**src/hdl/mmwm_pkg.sv**
```systemverilog
// ----------------------------------------------------------------------------
// mmwm_pkg: shared definitions for the mask window marker
// Constants, register indexes, operation codes and the small structs that
// travel between the marker's modules.
// ----------------------------------------------------------------------------
package mmwm_pkg;

	localparam int MAX_COLS_DEF = 1024;
	localparam int WINDOW_DEF   = 7;
	localparam int MAX_ROWS     = 4096;

	localparam int ROWS_REG_W = 13;
	localparam int COLS_REG_W = 11;
	localparam int CFG_DATA_W = 13;
	localparam int CFG_IDX_W  = 1;

	localparam logic [ROWS_REG_W-1:0] ROWS_RESET = 13'd1024;
	localparam logic [COLS_REG_W-1:0] COLS_RESET = 11'd1024;

	localparam logic OP_PIXEL = 1'b0;
	localparam logic OP_DRAIN = 1'b1;

	localparam logic [7:0] MASK_CLEAR = 8'd0;
	localparam logic [7:0] MASK_SET   = 8'd255;

	// result queue depth, power of two
	localparam int OUT_DEPTH = 4;

	typedef enum logic [CFG_IDX_W-1:0] {
		REG_FRAME_ROWS = 1'b0,
		REG_FRAME_COLS = 1'b1
	} reg_idx_t;

	typedef enum logic [1:0] {
		FX_IDLE,
		FX_TOTAL,
		FX_CLAMP,
		FX_DIV
	} fix_state_t;

	typedef struct packed {
		logic rd_en;
		logic wr_en;
	} ls_ctrl_t;

	typedef struct packed {
		logic has_zero;
		logic has_full;
	} cell_flags_t;

	typedef struct packed {
		logic busy;
		logic done;
	} div_stat_t;

endpackage

```
**src/hdl/mmwm_cell.sv**
```systemverilog
// ----------------------------------------------------------------------------
// mmwm_cell: one column of the sliding window
// Holds a window column, takes its neighbor's column on every shift and
// reports whether the column holds a clear or a set mask byte.
// ----------------------------------------------------------------------------
module mmwm_cell #(
	parameter int WINDOW = mmwm_pkg::WINDOW_DEF
) (
	input  logic                         clk,
	input  logic                         arst_n,
	input  logic                         shift,
	input  logic [WINDOW-1:0][7:0]       in_col,
	input  logic                         in_ok,
	output logic [WINDOW-1:0][7:0]       col,
	output logic                         ok,
	output mmwm_pkg::cell_flags_t        flags
);

	logic [WINDOW-1:0][7:0] col_q;
	logic                   ok_q;

	always_ff @(posedge clk) begin
		if (shift) begin
			col_q <= in_col;
		end
	end

	// ok tracks the centre row of this column only
	always_ff @(posedge clk or negedge arst_n) begin
		if (!arst_n) begin
			ok_q <= 1'b0;
		end else if (shift) begin
			ok_q <= in_ok;
		end
	end

	always_comb begin
		flags.has_zero = 1'b0;
		flags.has_full = 1'b0;
		for (int k = 0; k < WINDOW; k++) begin
			if (col_q[k] == mmwm_pkg::MASK_CLEAR) begin
				flags.has_zero = 1'b1;
			end
			if (col_q[k] == mmwm_pkg::MASK_SET) begin
				flags.has_full = 1'b1;
			end
		end
	end

	assign col = col_q;
	assign ok  = ok_q;

endmodule

```
**config.mk**
```make
export PLATFORM = sky130hd
export DESIGN_NAME = mmwm_cell
export DESIGN_NICKNAME = d
export VERILOG_FILES = /design/src/hdl/mmwm_pkg.sv /design/src/hdl/mmwm_cell.sv
export SDC_FILE = /design/constraint.sdc
export NUM_CORES = 1
export LEC_CHECK = 0
export BUFFER_PORTS_ARGS = -buffer_cell sky130_fd_sc_hd__buf_2
export CORE_ASPECT_RATIO = 1.2
export CORE_MARGIN = 2
export CORE_UTILIZATION = 44
export CTS_BUF_LIST = sky130_fd_sc_hd__clkbuf_8
export CTS_CLUSTER_DIAMETER = 40
export DETAILED_ROUTE_END_ITERATION = 6
export MAX_ROUTING_LAYER = met4
export PLACE_DENSITY = 0.81
export SETUP_SLACK_MARGIN = 0.4
export SLEW_MARGIN = 20
export SYNTH_ARGS = -nofsm -noshare
export SYNTH_HDL_FRONTEND = slang
export SYNTH_SLANG_ARGS = --single-unit
```
**constraint.sdc**
```tcl
create_clock -name clk -period 1.2 [get_ports clk]
set_clock_uncertainty 0.05 [all_clocks]
set_input_delay 0.06 -clock clk [delete_from_list [all_inputs] [get_ports clk]]
set_output_delay 0.06 -clock clk [all_outputs]
set_load 0.005 [all_outputs]
```
==> results of run 1 <==
==> power by group through the flow <==
stage	logic, W	clock network (W)	registers [W]
after floorplan	0.0000294	0	0.00253
after global placement	0.000444	0	0.00250
after detailed placement	0.000451	0	0.00251
after CTS	0.000701	0.00169	0.00249
after global routing	0.000854	0.00186	0.00255
final	0.000823	0.00178	0.00255
==> state kept, by name, summed over array words and instances, names as in the netlist <==
signal,count
ok,1
col,56
==> final timing paths <==
check	to	depth (start not counted)
max in group asynchronous	ok	3
min in group asynchronous	ok	3
worst max-delay path	flags[0]	5
worst min-delay path	col[36]	1
worst min register to register	ok	1
worst max register to register	ok	1
==> logic make-up after synthesis <==
kind of cell / Yosys count / share of synthesized area, %
AND/OR/NAND/NOR: 45 / 12.61
AO/OA/AOI/OAI: 1 / 0.3804
flip-flops: 57 / 86.44
multiplexers: 1 / 0.5703
==> timing repair <==
item	CTS	global route
endpoints found under the setup margin	59	60
hold buffers	59	0
hold endpoints to repair	58	0
setup buffers	0	6
pin swaps	4	5
resized for setup	44	12
==> metal layers <==
layer	share of wire [%]	vias to the layer above	GRT usage [%]
li1	-	885	-
met1	31	1052	31.98
met2	52	236	62.58
met3	10	60	10.29
met4	6.9	0	23.96
met5	0	-	-
==> synth_stat cells, drive strengths merged <==
master / number / share of area, %
edfxtp: 56 / 85
nand4: 15 / 4.8
nor4: 15 / 4.8
nand2: 7 / 1.3
nor2: 7 / 1.3
and4: 1 / 0.44
dfrtp: 1 / 1.3
mux2: 1 / 0.57
o211ai: 1 / 0.38
==> cell usage in the layout (no fill, tap or decap) <==
cell,netlist,routed
dfrtp_1,1,1
mux2_4,0,1
nor4_1,15,9
edfxtp_1,56,56
clkbuf_8,0,9
buf_2,0,95
nor4_2,0,5
bufinv_16,0,1
nor4_4,0,1
clkinv_1,0,2
clkinv_2,0,3
nor2_1,7,7
o211ai_1,1,1
buf_4,0,12
nand2_1,7,7
and4_1,1,1
buf_6,0,44
nand4_1,15,15
clkinv_4,0,1
dlygate4sd3_1,0,58
dlymetal6s4s_1,0,1
buf_12,0,1
==> area by class of cell <==
cell class	count	area share (%)
Clock inverter	7	1.551
Timing Repair Buffer	211	42.34
Multi-Input combinational cell	47	8.038
Clock buffer	9	3.133
Sequential cell	57	43.16
Tap cell	56	1.772
==> stage by stage <==
step	std cells	setup slack, ps
finish	387	-685.1
global placement	306	-167.4
detailed placement	306	-170.4
global route	387	-697.7
CTS	381	-479.2
floorplan	104	93.67
==> reports/results.ini, run 1 <==
[worst_setup_path]
startpoint_type=register
end_kind=primary output
slowest_delay_ps=450
reg2reg_from=ok
crit_required_ps=1090
worst_ep_arrival_time_ps=1780
cp-startpoint=col[10]
cp_slowest_cell=edfxtp_1
crit_buf_inv=1
cp_top_family=simple AND/OR/NAND/NOR gates
path_cells=nand4_1, nor2_1, nor4_2, o211ai_1, buf_2
cp_max_fo=3
rrSetupSlack_ps=370
crit_type=reg -> out

[route]
ant_nets=0
detail_route.first_pass.iterations=5
viasPerCell=5.770
wl_um=9989
drcViolationCount=0
vias=2233
drt_iter0_markers=241
wl_per_cell_um=25.81

[final_layout]
drive_gt1_share_pct=52.27
final_util_pct=92.07
design_area_sq_mm=0.003954
nets=386
area_growth_pct=100.3
fill_cells=146
antennaDiodeCount=0
seq_area_sq_mm=0.001707
multi_input_area_sq_um=317.8

[clocking]
path_clk_slew_ps=80
clk_path_buf_depth=2
cts_tree=yes
clock_latency_ps=340
numCtsBuffers=9
cts_max_level=3
cts.sinks=57
clock-root-buffer=clkbuf_8

[placement]
gp_congestion=0.9121
placed_cell_area_sq_mm=0.002858
io_buffers=118
dp_hpwl_um=3843

[outcome]
outcome=finished, violations left
violations=setup timing

[timing]
relSlewSlack_pct=72.48
max_freq_mhz=530.5
fin_crit_sh_pct=157.1
fin_tns_setup_ps=-1568
hold-worst-slack_ps=17.76
finalCriticalPeriod_ps=1885
finalMaxSlewViolations=0
finalHoldViolCount=0
grt_setup_unrepaired=yes
setup_slack_ps=-685.1
setup_violations=6
worst_pin_slew_ps=409.1

[global_route]
grt_pass1_wl_um=12250
grt-ovfl-total=0
grt_max_degree=22
grt_usage_pct=35.45
antenna_found_initial=0
grt_pass1_vias=2284

[yosys]
synth_cell_type_count=9
synth_seq_cells=57
synth_cells=104
ys_warn_count=0
synth_nets=164
ys_seq_area_share_pct=86.44
syn_avg_cell_area_sq_um=18.98
syn_area_sq_mm=0.001974

[floorplan]
fp.coreArea_sq_mm=0.004294
die-height_um=77.38
dieArea_sq_mm=0.005041
start_util_pct=45.98
fp-row-count=26
die_x_um=65.15
pin_count=119

[power_and_ir_drop]
power.density_mw_per_mm2=1302
sequentialPowerShare_pct=49.5
total_power_w=0.005148
irDropWorstVdd_mv=1.094
p_clk_share_pct=34.5
power.switching_w=0.001320
comb_power_share_pct=16.0
p_leak_nw=1.668
netSwitchingFraction_pct=25.65
intPower_w=0.003828

[hold_path]
hp-class=in -> reg
hp-start=shift

[job]
drv_cap=0

Note: power is estimated with default switching activity, not from simulation.
==> run 2, diff against run 1 <==
clock period = 1.9 ns   (was 1.2 ns; I/O delays follow)
==> reports/results.ini, run 2 (same netlist as run 1, synthesis figures left out) <==
[worst_setup_path]
rr_worst_depth=1  ; unchanged
crit_required_ps=1750  ; was 1090 ps
crit_type=reg -> out  ; unchanged
cp_max_fo=3  ; unchanged
cp_slowest_cell=edfxtp_1  ; unchanged
worst_ep_arrival_time_ps=1640  ; was 1780 ps
reg2reg_from=ok  ; unchanged
rrSetupSlack_ps=1090  ; was 370 ps
path_cells=nor4_2, nand2_1, and4_4, nand4_1, buf_2  ; was nand4_1, nor2_1, nor4_2, o211ai_1, buf_2
r2r_end=ok  ; unchanged
startpoint_type=register  ; unchanged
slowest_delay_ps=450  ; about the same
end_kind=primary output  ; unchanged

[global_route]
grt_pass1_vias=2071  ; was 2,284
grt_use_met2_pct=52.16  ; was 62.58%
grt_pass1_wl_um=10100  ; was 12,250 um
busiest_layer=met2  ; unchanged
use_met3_pct=7.681  ; was 10.29%
use_met1_pct=26.93  ; was 31.98%
grt_max_degree=37  ; was 22
grt-ovfl-total=0  ; unchanged
antenna_found_initial=0  ; unchanged
grt_usage_pct=29.16  ; was 35.45%

[route]
drcViolationCount=0  ; unchanged
wl_um=6895  ; was 9989 um
ant_nets=0  ; unchanged
vias=1877  ; was 2,233
detail_route.first_pass.iterations=4  ; was 5
drt_iter0_markers=121  ; was 241
wl_per_cell_um=18.99  ; was 25.81 um
viasPerCell=5.171  ; was 5.770

[timing]
worst_pin_slew_ps=495.9  ; was 409.1 ps
hold-worst-slack_ps=31.44  ; was 17.76 ps
fin_crit_sh_pct=93.89
max_freq_mhz=560.5
finalCriticalPeriod_ps=1784
relSlewSlack_pct=66.94  ; was 72.48%
finalHoldViolCount=0  ; unchanged
setup_violations=0  ; was 6
fin_tns_setup_ps=0  ; was -1568 ps
grt_setup_unrepaired=yes  ; unchanged
finalMaxSlewViolations=0  ; unchanged

[placement]
placed_cell_area_sq_mm=0.002655  ; was 0.002858 sq mm
io_buffers=118  ; unchanged
gp_congestion=0.7758  ; was 0.9121

[power_and_ir_drop]
irDropWorstVdd_mv=0.6275  ; was 1.094 mV
power.density_mw_per_mm2=806.9  ; was 1302 mW/mm^2
p_leak_nw=1.457  ; was 1.668 nW

[final_layout]
final_util_pct=82.14  ; was 92.07%
drive_gt1_share_pct=49.84  ; was 52.27%
fill_cells=244  ; was 146
largest_reg_flops=56  ; unchanged
area_growth_pct=78.64  ; was 100.3%
final_cell_mix=buf_2 (118), dlygate4sd3_1 (58), edfxtp_1 (56)  ; was buf_2 (95), dlygate4sd3_1 (58), edfxtp_1 (56)
layout_commonest_cell=buf_2  ; unchanged
seq_area_sq_mm=0.001707  ; unchanged
multi_input_area_sq_um=320.3  ; was 317.8 sq um
nets=364  ; was 386
design_area_sq_mm=0.003527  ; was 0.003954 sq mm
antennaDiodeCount=0  ; unchanged

[floorplan]
fp-row-count=26  ; unchanged
pin_count=119  ; unchanged
fp.coreArea_sq_mm=0.004294  ; unchanged
die-height_um=77.38  ; unchanged
die_x_um=65.15  ; unchanged
start_util_pct=45.98  ; unchanged
dieArea_sq_mm=0.005041  ; unchanged

[hold_path]
hp-class=in -> async  ; was in -> reg

[clocking]
cts.sinks=57  ; unchanged
cts_max_level=3  ; unchanged
clock_latency_ps=330  ; was 340 ps
clk_path_buf_depth=2  ; unchanged
cts_tree=yes  ; unchanged
path_clk_slew_ps=60  ; was 80 ps
clock-root-buffer=clkbuf_8  ; unchanged
numCtsBuffers=9  ; unchanged

[outcome]
outcome=finished clean  ; was finished, violations left

[job]
drv_cap=0  ; unchanged

run 2: changes by cell type in the layout (fill, tap and decap cells not counted), moves of 2 or more:
cell and delta:
nor4_1 -2, nor4_2 +3, buf_2 +23, buf_6 -44
run 2: worst max-delay path by stage:
stage	start	to	slack, ps
after detailed placement	col[12]	flags[1]	490
after global routing	col[8]	flags[1]	50
after floorplan	col[8]	flags[1]	740
final	col[20]	flags[1]	120
after global placement	col[12]	flags[1]	500
after CTS	col[30]	flags[1]	210
run 2: critical path, delay by kind of cell, from the launching register on:
family	cells	cell delay (ps)
and+or+nand+nor	4	750
DFF	1	450
buffers and inverters	1	110
run 2: per-stage QoR:
step | std cells | setup WS, ps | power [W]
after detailed placement | 279 | 491.2 | 0.001814
final | 363 | 116.0 | 0.002846
after global routing | 363 | 46.73 | 0.002956
after CTS | 357 | 210.1 | 0.002782
after global placement | 279 | 497.0 | 0.001804
after floorplan | 104 | 741.5 | 0.001618
run 2: area by class of cell:
class                   instances  area share (%)
clock buffers                   9           3.512
clock inverters                 5          0.7095
multi-input cells              47           9.081
flip-flops and latches         57           48.39
well taps                      56           1.987
repair buffers                189           36.33
run 2: where the power goes:
part	leakage [nW]	total, W	switching [W]	internal, W
logic	0.821	0.000361	0.000138	0.000223
registers	0.560	0.00159	0.0000894	0.00150
clock network	0.0758	0.000897	0.000453	0.000443
run 2: timing repair:
action / in CTS / in global routing
hold endpoints to repair: 58 / 0
hold buffers: 58 / 0
setup endpoints to repair: 2 / 2
pin swaps: 7 / 6
setup buffers: 6 / 6
resized for setup: 2 / 7
run 2: metal layers:
metal  share of wire, %  vias to the layer above  routed length [um]
met5                  0                        -                   0
met4                5.0                        0                 348
met3                8.7                       34                 597
met2                 56                      136                3879
met1                 30                      870                2070
li1                   -                      837                   -
