**src/hdl/mmwm_pkg.sv**
```systemverilog
// ----------------------------------------------------------------------------
// mmwm_pkg: shared definitions for the mask window marker
// Constants, register indexes, operation codes and the small structs that
// travel between the marker's modules.
// ----------------------------------------------------------------------------
package mmwm_pkg;

	localparam int MAX_COLS_DEF = 1024;
	localparam int WINDOW_DEF   = 7;
	localparam int MAX_ROWS     = 4096;

	localparam int ROWS_REG_W = 13;
	localparam int COLS_REG_W = 11;
	localparam int CFG_DATA_W = 13;
	localparam int CFG_IDX_W  = 1;

	localparam logic [ROWS_REG_W-1:0] ROWS_RESET = 13'd1024;
	localparam logic [COLS_REG_W-1:0] COLS_RESET = 11'd1024;

	localparam logic OP_PIXEL = 1'b0;
	localparam logic OP_DRAIN = 1'b1;

	localparam logic [7:0] MASK_CLEAR = 8'd0;
	localparam logic [7:0] MASK_SET   = 8'd255;

	// result queue depth, power of two
	localparam int OUT_DEPTH = 4;

	typedef enum logic [CFG_IDX_W-1:0] {
		REG_FRAME_ROWS = 1'b0,
		REG_FRAME_COLS = 1'b1
	} reg_idx_t;

	typedef enum logic [1:0] {
		FX_IDLE,
		FX_TOTAL,
		FX_CLAMP,
		FX_DIV
	} fix_state_t;

	typedef struct packed {
		logic rd_en;
		logic wr_en;
	} ls_ctrl_t;

	typedef struct packed {
		logic has_zero;
		logic has_full;
	} cell_flags_t;

	typedef struct packed {
		logic busy;
		logic done;
	} div_stat_t;

endpackage

```
**src/hdl/mmwm_pos_div.sv**
```systemverilog
// ----------------------------------------------------------------------------
// mmwm_pos_div: serial position divider
// Restoring division, one quotient bit per cycle; splits a raster position
// into row and column after the frame geometry changes.
// ----------------------------------------------------------------------------
module mmwm_pos_div #(
	parameter int POS_W = $clog2(mmwm_pkg::MAX_ROWS * mmwm_pkg::MAX_COLS_DEF),
	parameter int DIV_W = $clog2(mmwm_pkg::MAX_COLS_DEF + 1)
) (
	input  logic                 clk,
	input  logic                 arst_n,
	input  logic                 start,
	input  logic [POS_W-1:0]     dividend,
	input  logic [DIV_W-1:0]     divisor,
	output mmwm_pkg::div_stat_t  stat,
	output logic [POS_W-1:0]     quotient,
	output logic [DIV_W-1:0]     remainder
);

	localparam int CW = $clog2(POS_W);

	logic [POS_W-1:0] quo_q;
	logic [DIV_W-1:0] rem_q;
	logic [DIV_W-1:0] div_q;
	logic [CW-1:0]    cnt_q;
	logic             busy_q;
	logic             done_q;
	logic [DIV_W:0]   trial;
	logic [DIV_W:0]   diff;
	logic             take;

	always_comb begin
		trial = {rem_q, quo_q[POS_W-1]};
		take  = trial >= {1'b0, div_q};
		diff  = trial - {1'b0, div_q};
	end

	always_ff @(posedge clk) begin
		if (start) begin
			quo_q <= dividend;
			rem_q <= '0;
			div_q <= divisor;
		end else if (busy_q) begin
			quo_q <= {quo_q[POS_W-2:0], take};
			rem_q <= take ? diff[DIV_W-1:0] : trial[DIV_W-1:0];
		end
	end

	always_ff @(posedge clk or negedge arst_n) begin
		if (!arst_n) begin
			busy_q <= 1'b0;
			done_q <= 1'b0;
			cnt_q  <= '0;
		end else begin
			done_q <= 1'b0;
			if (start) begin
				busy_q <= 1'b1;
				cnt_q  <= '0;
			end else if (busy_q) begin
				if (cnt_q == CW'(POS_W - 1)) begin
					busy_q <= 1'b0;
					done_q <= 1'b1;
				end
				cnt_q <= cnt_q + CW'(1);
			end
		end
	end

	assign stat.busy = busy_q;
	assign stat.done = done_q;
	assign quotient  = quo_q;
	assign remainder = rem_q;

endmodule

```
**config.mk**
```make
export PLATFORM = sky130hd
export DESIGN_NAME = mmwm_pos_div
export DESIGN_NICKNAME = d
export VERILOG_FILES = /design/src/hdl/mmwm_pkg.sv /design/src/hdl/mmwm_pos_div.sv
export SDC_FILE = /design/constraint.sdc
export NUM_CORES = 1
export LEC_CHECK = 0
export BUFFER_PORTS_ARGS = -buffer_cell sky130_fd_sc_hd__buf_4
export CAP_MARGIN = 20
export CORE_UTILIZATION = 55
export CTS_BUF_LIST = sky130_fd_sc_hd__clkbuf_8
export DETAILED_ROUTE_END_ITERATION = 7
export HOLD_SLACK_MARGIN = 0.05
export PLACE_DENSITY = 0.83
export SYNTH_ARGS = -nofsm -noshare
export SYNTH_HDL_FRONTEND = slang
export SYNTH_SLANG_ARGS = --single-unit
export TNS_END_PERCENT = 50
```
**constraint.sdc**
```tcl
create_clock -name clk -period 5.62 [get_ports clk]
set_input_delay 0.843 -clock clk [delete_from_list [all_inputs] [get_ports clk]]
set_output_delay 0.843 -clock clk [all_outputs]
set_load 0.1 [all_outputs]
```
==> flow_summary.ini, run 1 <==
[status]
status = finished clean

[clock_tree]
cts_resized = 0
hold_buffers = 0
cts-htree-levels = 2
clk_path_buf_depth = 2
cts_tree = built
cts_inserted_buffers = 5
clock_latency_ps = 310
cts_sinks = 51
clock-root-buffer = clkbuf_8
clkTransAtPathRegs_ps = 90
cts_setup_buffers = 0

[placement]
pre_cts_ws_ps = 3000
gp_congestion = 0.812
io_buffers = 70
hpwl_um = 3600

[floorplan]
die-area_mm2 = 0.00524
ios = 71
initial_core_util = 0.573
core-area_mm2 = 0.00475
die_y_um = 72.4
die_x_um = 72.4
num_rows = 25

[critical_path]
reg2reg_setup_slack_ps = 2950
crit_path_start_kind = flip-flop
worstPathRequired_ps = 5860
rr_worst_depth = 9
arrival_ps = 2910
rr_endpoint = remainder[0]$_SDFFE_PP0P_
crit_fanout = 14
critPathKind = reg -> reg
crit_path_end_kind = flip-flop
r2r_start = quotient[21]$_DFFE_PP_

[timing]
final.setup_skew_ps = 3.84
maxSlewViolCount = 0
relSlewSlack = 0.289
setup_viol = 0
worst_pin_slew_ps = 1070
hold_viol = 0
max_freq_mhz = 374
final.min_clock_period_ps = 2670
tns_ps = 0
hold_slack_ps = 324
setup_ws_ps = 2950
rsz0062_at_grt = no
period_share = 0.476

[route]
drt_iter0_markers = 87
wl_um = 5220
route.detailed.drc = 0
avgRoutedWirePerCell_um = 14.5
final_antenna_net_count = 0
via_per_inst = 5.41
vias = 1943
drtPass1Iterations = 4

[grt]
grt_start_max_net_pins = 55
antenna_found_initial = 0
grtUsageTotal = 0.206
grt_pass1_vias = 1831
grt_pass1_wl_um = 8250
gr-total-overflow = 0

[final_layout]
n_antenna_cell = 0
fillers = 376
finish.net_count = 341
syn_to_final_growth_pct = 23.5
postLayoutCoreUtil = 0.708
drive_above_1_share = 0.377

[synthesis]
avgSynthCellArea_um2 = 12.0
netlist_area_mm2 = 0.00273
ys_warn_count = 0
yosysSeqAreaShare = 0.508
async_reset_ff_frac = 0.137
synth_edf_count = 33
synth_cell_type_count = 50
synth_flop_cell = edfxtp_1
synthCells = 227
syn-num-nets = 277
ys_seq_elements = 51

[power]
power_density_mw_per_mm2 = 502
peakVddDrop_uv = 296
cellLeakagePower_nw = 1.45
p_total_w = 0.00169

[flow_run]
cap_violations = 0

[hold_path]
hp-class = in -> async
## stage by stage
step	cells	area, um2
after floorplan	227	2730
after global placement	351	3270
after detailed placement	351	3270
after CTS	359	3370
after global routing	359	3370
final	359	3370
## registers in the layout, indices dropped and copies added, names as in the netlist
name       count
busy_q         1
div_q         11
cnt_q          5
quotient      22
done_q         1
remainder     11
## power breakdown
part           internal (W)  switching [W]  leakage [nW]  total [W]
Clock              0.000101       0.000126        0.0474   0.000227
Combinational      0.000296       0.000651         0.881   0.000946
Sequential         0.000466      0.0000510         0.522   0.000517
Total              0.000862       0.000828          1.45    0.00169
## cells in the mapped netlist (3+ instances only)
master,count,area (um2)
edfxtp_1,33,991
mux2_2,22,248
nor2_1,22,82.6
ha_1,13,163
inv_1,13,48.8
dfxtp_1,11,220
a211oi_1,8,60.1
nand2_1,8,30.0
clkbuf_1,7,26.3
dfrtp_1,7,175
mux2i_1,7,70.1
a21oi_1,6,30.0
xnor2_1,6,52.6
o21ai_1,5,25.0
nand2b_1,4,25.0
buf_4,3,22.5
nand4_1,3,18.8
o211ai_1,3,22.5
o21ai_0,3,15.0
xor2_1,3,26.3
## layout make-up
type,count,area [um2],share of cell area
well taps,67,83.8,0.0249
flip-flops and latches,51,1390,0.412
multi-input cells,149,1220,0.362
clock buffers,6,82.6,0.0245
clock inverters,2,16.3,0.00483
repair buffers,70,526,0.156
inverters,14,52.6,0.0156
## metal layers
| layer | vias up | global-route usage | wire (um) |
|---|---|---|---|
| met5 | - | 0 | 0 |
| met4 | 0 | 0.0697 | 81 |
| met3 | 9 | 0.0472 | 203 |
| met2 | 46 | 0.360 | 2720 |
| met1 | 936 | 0.250 | 2220 |
| li1 | 952 | - | - |
## worst max path at each step
stage	slack, ps	startpoint	endpoint
floorplan	2690	quotient[21]$_DFFE_PP_	remainder[0]$_SDFFE_PP0P_
global placement	3110	quotient[21]$_DFFE_PP_	remainder[0]$_SDFFE_PP0P_
detailed placement	3000	quotient[21]$_DFFE_PP_	remainder[0]$_SDFFE_PP0P_
CTS	2950	quotient[21]$_DFFE_PP_	remainder[0]$_SDFFE_PP0P_
global route	2820	quotient[21]$_DFFE_PP_	remainder[0]$_SDFFE_PP0P_
finish	2950	quotient[21]$_DFFE_PP_	remainder[0]$_SDFFE_PP0P_
## kinds of logic (layout without fill, tap and decap cells)
logic type	Yosys count	count (layout)	synth area share
buffers and inverters	27	92	0.0445
muxes	30	30	0.122
adders and majority gates	14	14	0.0670
and+or+nand+nor	57	57	0.125
AOI/OAI and AO/OA	39	39	0.104
xor gates and xnor gates	9	9	0.0289
DFF	51	51	0.508
## placed cells by master, fill, tap and decap left out, types with 2 or more instances in the layout
| cell | synthesis | layout |
|---|---|---|
| nor3b_1 | 2 | 2 |
| edfxtp_1 | 33 | 33 |
| o21ai_1 | 5 | 5 |
| nand4_1 | 3 | 3 |
| dfxtp_1 | 11 | 11 |
| o21a_1 | 2 | 2 |
| xnor2_1 | 6 | 6 |
| nand2_1 | 8 | 8 |
| a21oi_1 | 6 | 6 |
| nor2_1 | 22 | 22 |
| a311oi_1 | 2 | 2 |
| o211ai_1 | 3 | 3 |
| o21ai_4 | 2 | 2 |
| o31a_1 | 2 | 2 |
| mux2_2 | 22 | 22 |
| clkbuf_8 | 0 | 6 |
| a211oi_1 | 8 | 8 |
| dfrtp_1 | 7 | 7 |
| nand2b_1 | 4 | 4 |
| buf_4 | 3 | 70 |
| nand3_1 | 2 | 2 |
| o21ai_0 | 3 | 3 |
| o22ai_1 | 2 | 2 |
| inv_1 | 13 | 13 |
| or3_1 | 2 | 2 |
| nor4bb_1 | 2 | 2 |
| ha_1 | 13 | 13 |
| mux2i_1 | 7 | 7 |
| nor4_4 | 2 | 2 |
| xor2_1 | 3 | 3 |
## critical path: stages (launching register included)
cell	delay (ps)
edfxtp_1	380
inv_1	80
ha_1	230
fa_1	450
nor2b_4	150
o31a_1	220
o21ai_4	120
o21ai_4	430
mux2_4	350
a211oi_2	200
Note: power is estimated with default switching activity, not from simulation.
==> run 2, diff against run 1 <==
==> constraint.sdc (replaced) <==
create_clock -name clk -period 2.7 [get_ports clk]
set_input_delay 0.405 -clock clk [delete_from_list [all_inputs] [get_ports clk]]
set_output_delay 0.405 -clock clk [all_outputs]
set_load 0.1 [all_outputs]
==> flow_summary.ini, run 2 (synthesis results as in run 1) <==
[floorplan]
die_y_um = 72.4
initial_core_util = 0.573
ios = 71
die-area_mm2 = 0.00524
core-area_mm2 = 0.00475
num_rows = 25
die_x_um = 72.4

[route]
route.detailed.drc = 0
via_per_inst = 5.30
avgRoutedWirePerCell_um = 14.4
drtPass1Iterations = 4
drt_iter0_markers = 67
vias = 1925
wl_um = 5250
final_antenna_net_count = 0

[clock_tree]
cts-htree-levels = 2
clk_path_buf_depth = 2
cts_tree = built
clock-root-buffer = clkbuf_8
clkTransAtPathRegs_ps = 90
cts_setup_buffers = 0
cts_inserted_buffers = 5
cts_sinks = 51
clock_latency_ps = 300

[final_layout]
final_area_mm2 = 0.00339
syn_to_final_growth_pct = 24.5
largest_reg_flops = 22
layout_commonest_cell = buf_4
finish.net_count = 345
drive_above_1_share = 0.385
n_antenna_cell = 0
layout_common_cells = 73 x buf_4, 33 x edfxtp_1, 22 x mux2_2, 22 x nor2_1, 13 x inv_1
fillers = 341
fin_cells = 363

[hold_path]
hp-class = in -> reg

[grt]
gr-total-overflow = 0
grtUsageTotal = 0.202
antenna_found_initial = 0
grt_pass1_vias = 1812
grt_pass1_wl_um = 8030
grt_start_max_net_pins = 30

[critical_path]
path_common_cell = o21ai_4
crit_path_end_kind = flip-flop
reg2reg_setup_slack_ps = 180
path_cells = ha_2 > fa_2 > nor2b_4 > o31a_1 > o21ai_4 > o21ai_4 > o31ai_1 > a311oi_1
slowest_stage = o21ai_4
worstPathRequired_ps = 2900
critical-path-max-stage-delay_ps = 440
crit_family = compound AO/OA/AOI/OAI gates
timing.critical_path.buf_inv = 0
crit_path_start_kind = flip-flop
crit_fanout = 14
arrival_ps = 2720
critPathKind = reg -> reg

[flow_run]
cap_violations = 0

[timing]
rsz0062_at_grt = no
max_freq_mhz = 396
relSlewSlack = 0.560
setup_viol = 0
hold_slack_ps = 269
maxSlewViolCount = 0
final.setup_skew_ps = 6.42
tns_ps = 0
final.min_clock_period_ps = 2520
worst_pin_slew_ps = 660
hold_viol = 0
period_share = 0.935

[placement]
gp_congestion = 0.831
placedCellCount = 354
hpwl_um = 3730
io_buffers = 70
dpl_cell_area_mm2 = 0.00329

[power]
peakVddDrop_uv = 653
cellLeakagePower_nw = 1.46
power_density_mw_per_mm2 = 1030

[status]
status = finished clean
-- run 2: per-stage QoR --
step | utilization | setup slack [ps] | total power, W
CTS | 0.714 | 193 | 0.00349
global route | 0.714 | 30.6 | 0.00364
finish | 0.714 | 176 | 0.00349
detailed placement | 0.693 | 236 | 0.00305
floorplan | - | -153 | 0.00271
global placement | 0.693 | 305 | 0.00302
-- run 2: path summary, 6_finish.rpt --
check                                     startpoint                   endpoint  depth (start not counted)
setup / recovery                  div_q[0]$_DFFE_PP_  remainder[9]$_SDFFE_PP0P_                          8
hold / removal                            divisor[8]         div_q[8]$_DFFE_PP_                          1
setup reg to reg                  div_q[0]$_DFFE_PP_  remainder[9]$_SDFFE_PP0P_                          8
hold reg to reg            remainder[7]$_SDFFE_PP0P_  remainder[7]$_SDFFE_PP0P_                          2
max in group asynchronous                     arst_n           busy_q$_DFF_PN0_                          2
min in group asynchronous                     arst_n       cnt_q[1]$_DFFE_PN0P_                          2
-- run 2: area by class of cell --
class | instances | area [um2] | share of cell area
clock buffers | 5 | 68.8 | 0.0203
clock inverters | 3 | 20.0 | 0.00590
inverters | 14 | 52.6 | 0.0155
multi-input cells | 149 | 1220 | 0.361
flip-flops and latches | 51 | 1390 | 0.409
well taps | 67 | 83.8 | 0.0247
repair buffers | 74 | 558 | 0.164
-- run 2: layer usage --
metal | track usage | routed length (um) | vias to the layer above
met5 | 0 | 0 | -
met4 | 0.0763 | 72 | 0
met3 | 0.0431 | 209 | 6
met2 | 0.337 | 2640 | 53
met1 | 0.259 | 2330 | 903
li1 | - | - | 963
-- run 2: what timing repair did --
action	CTS	global route
endpoints found under the hold margin	7	0
resized for setup	0	0
hold buffers	1	0
-- run 2: where the power goes --
group | total, W | switching, W | internal, W
Sequential | 0.00108 | 0.000107 | 0.000969
Clock | 0.000436 | 0.000255 | 0.000181
Combinational | 0.00198 | 0.00136 | 0.000620
Total | 0.00349 | 0.00172 | 0.00177
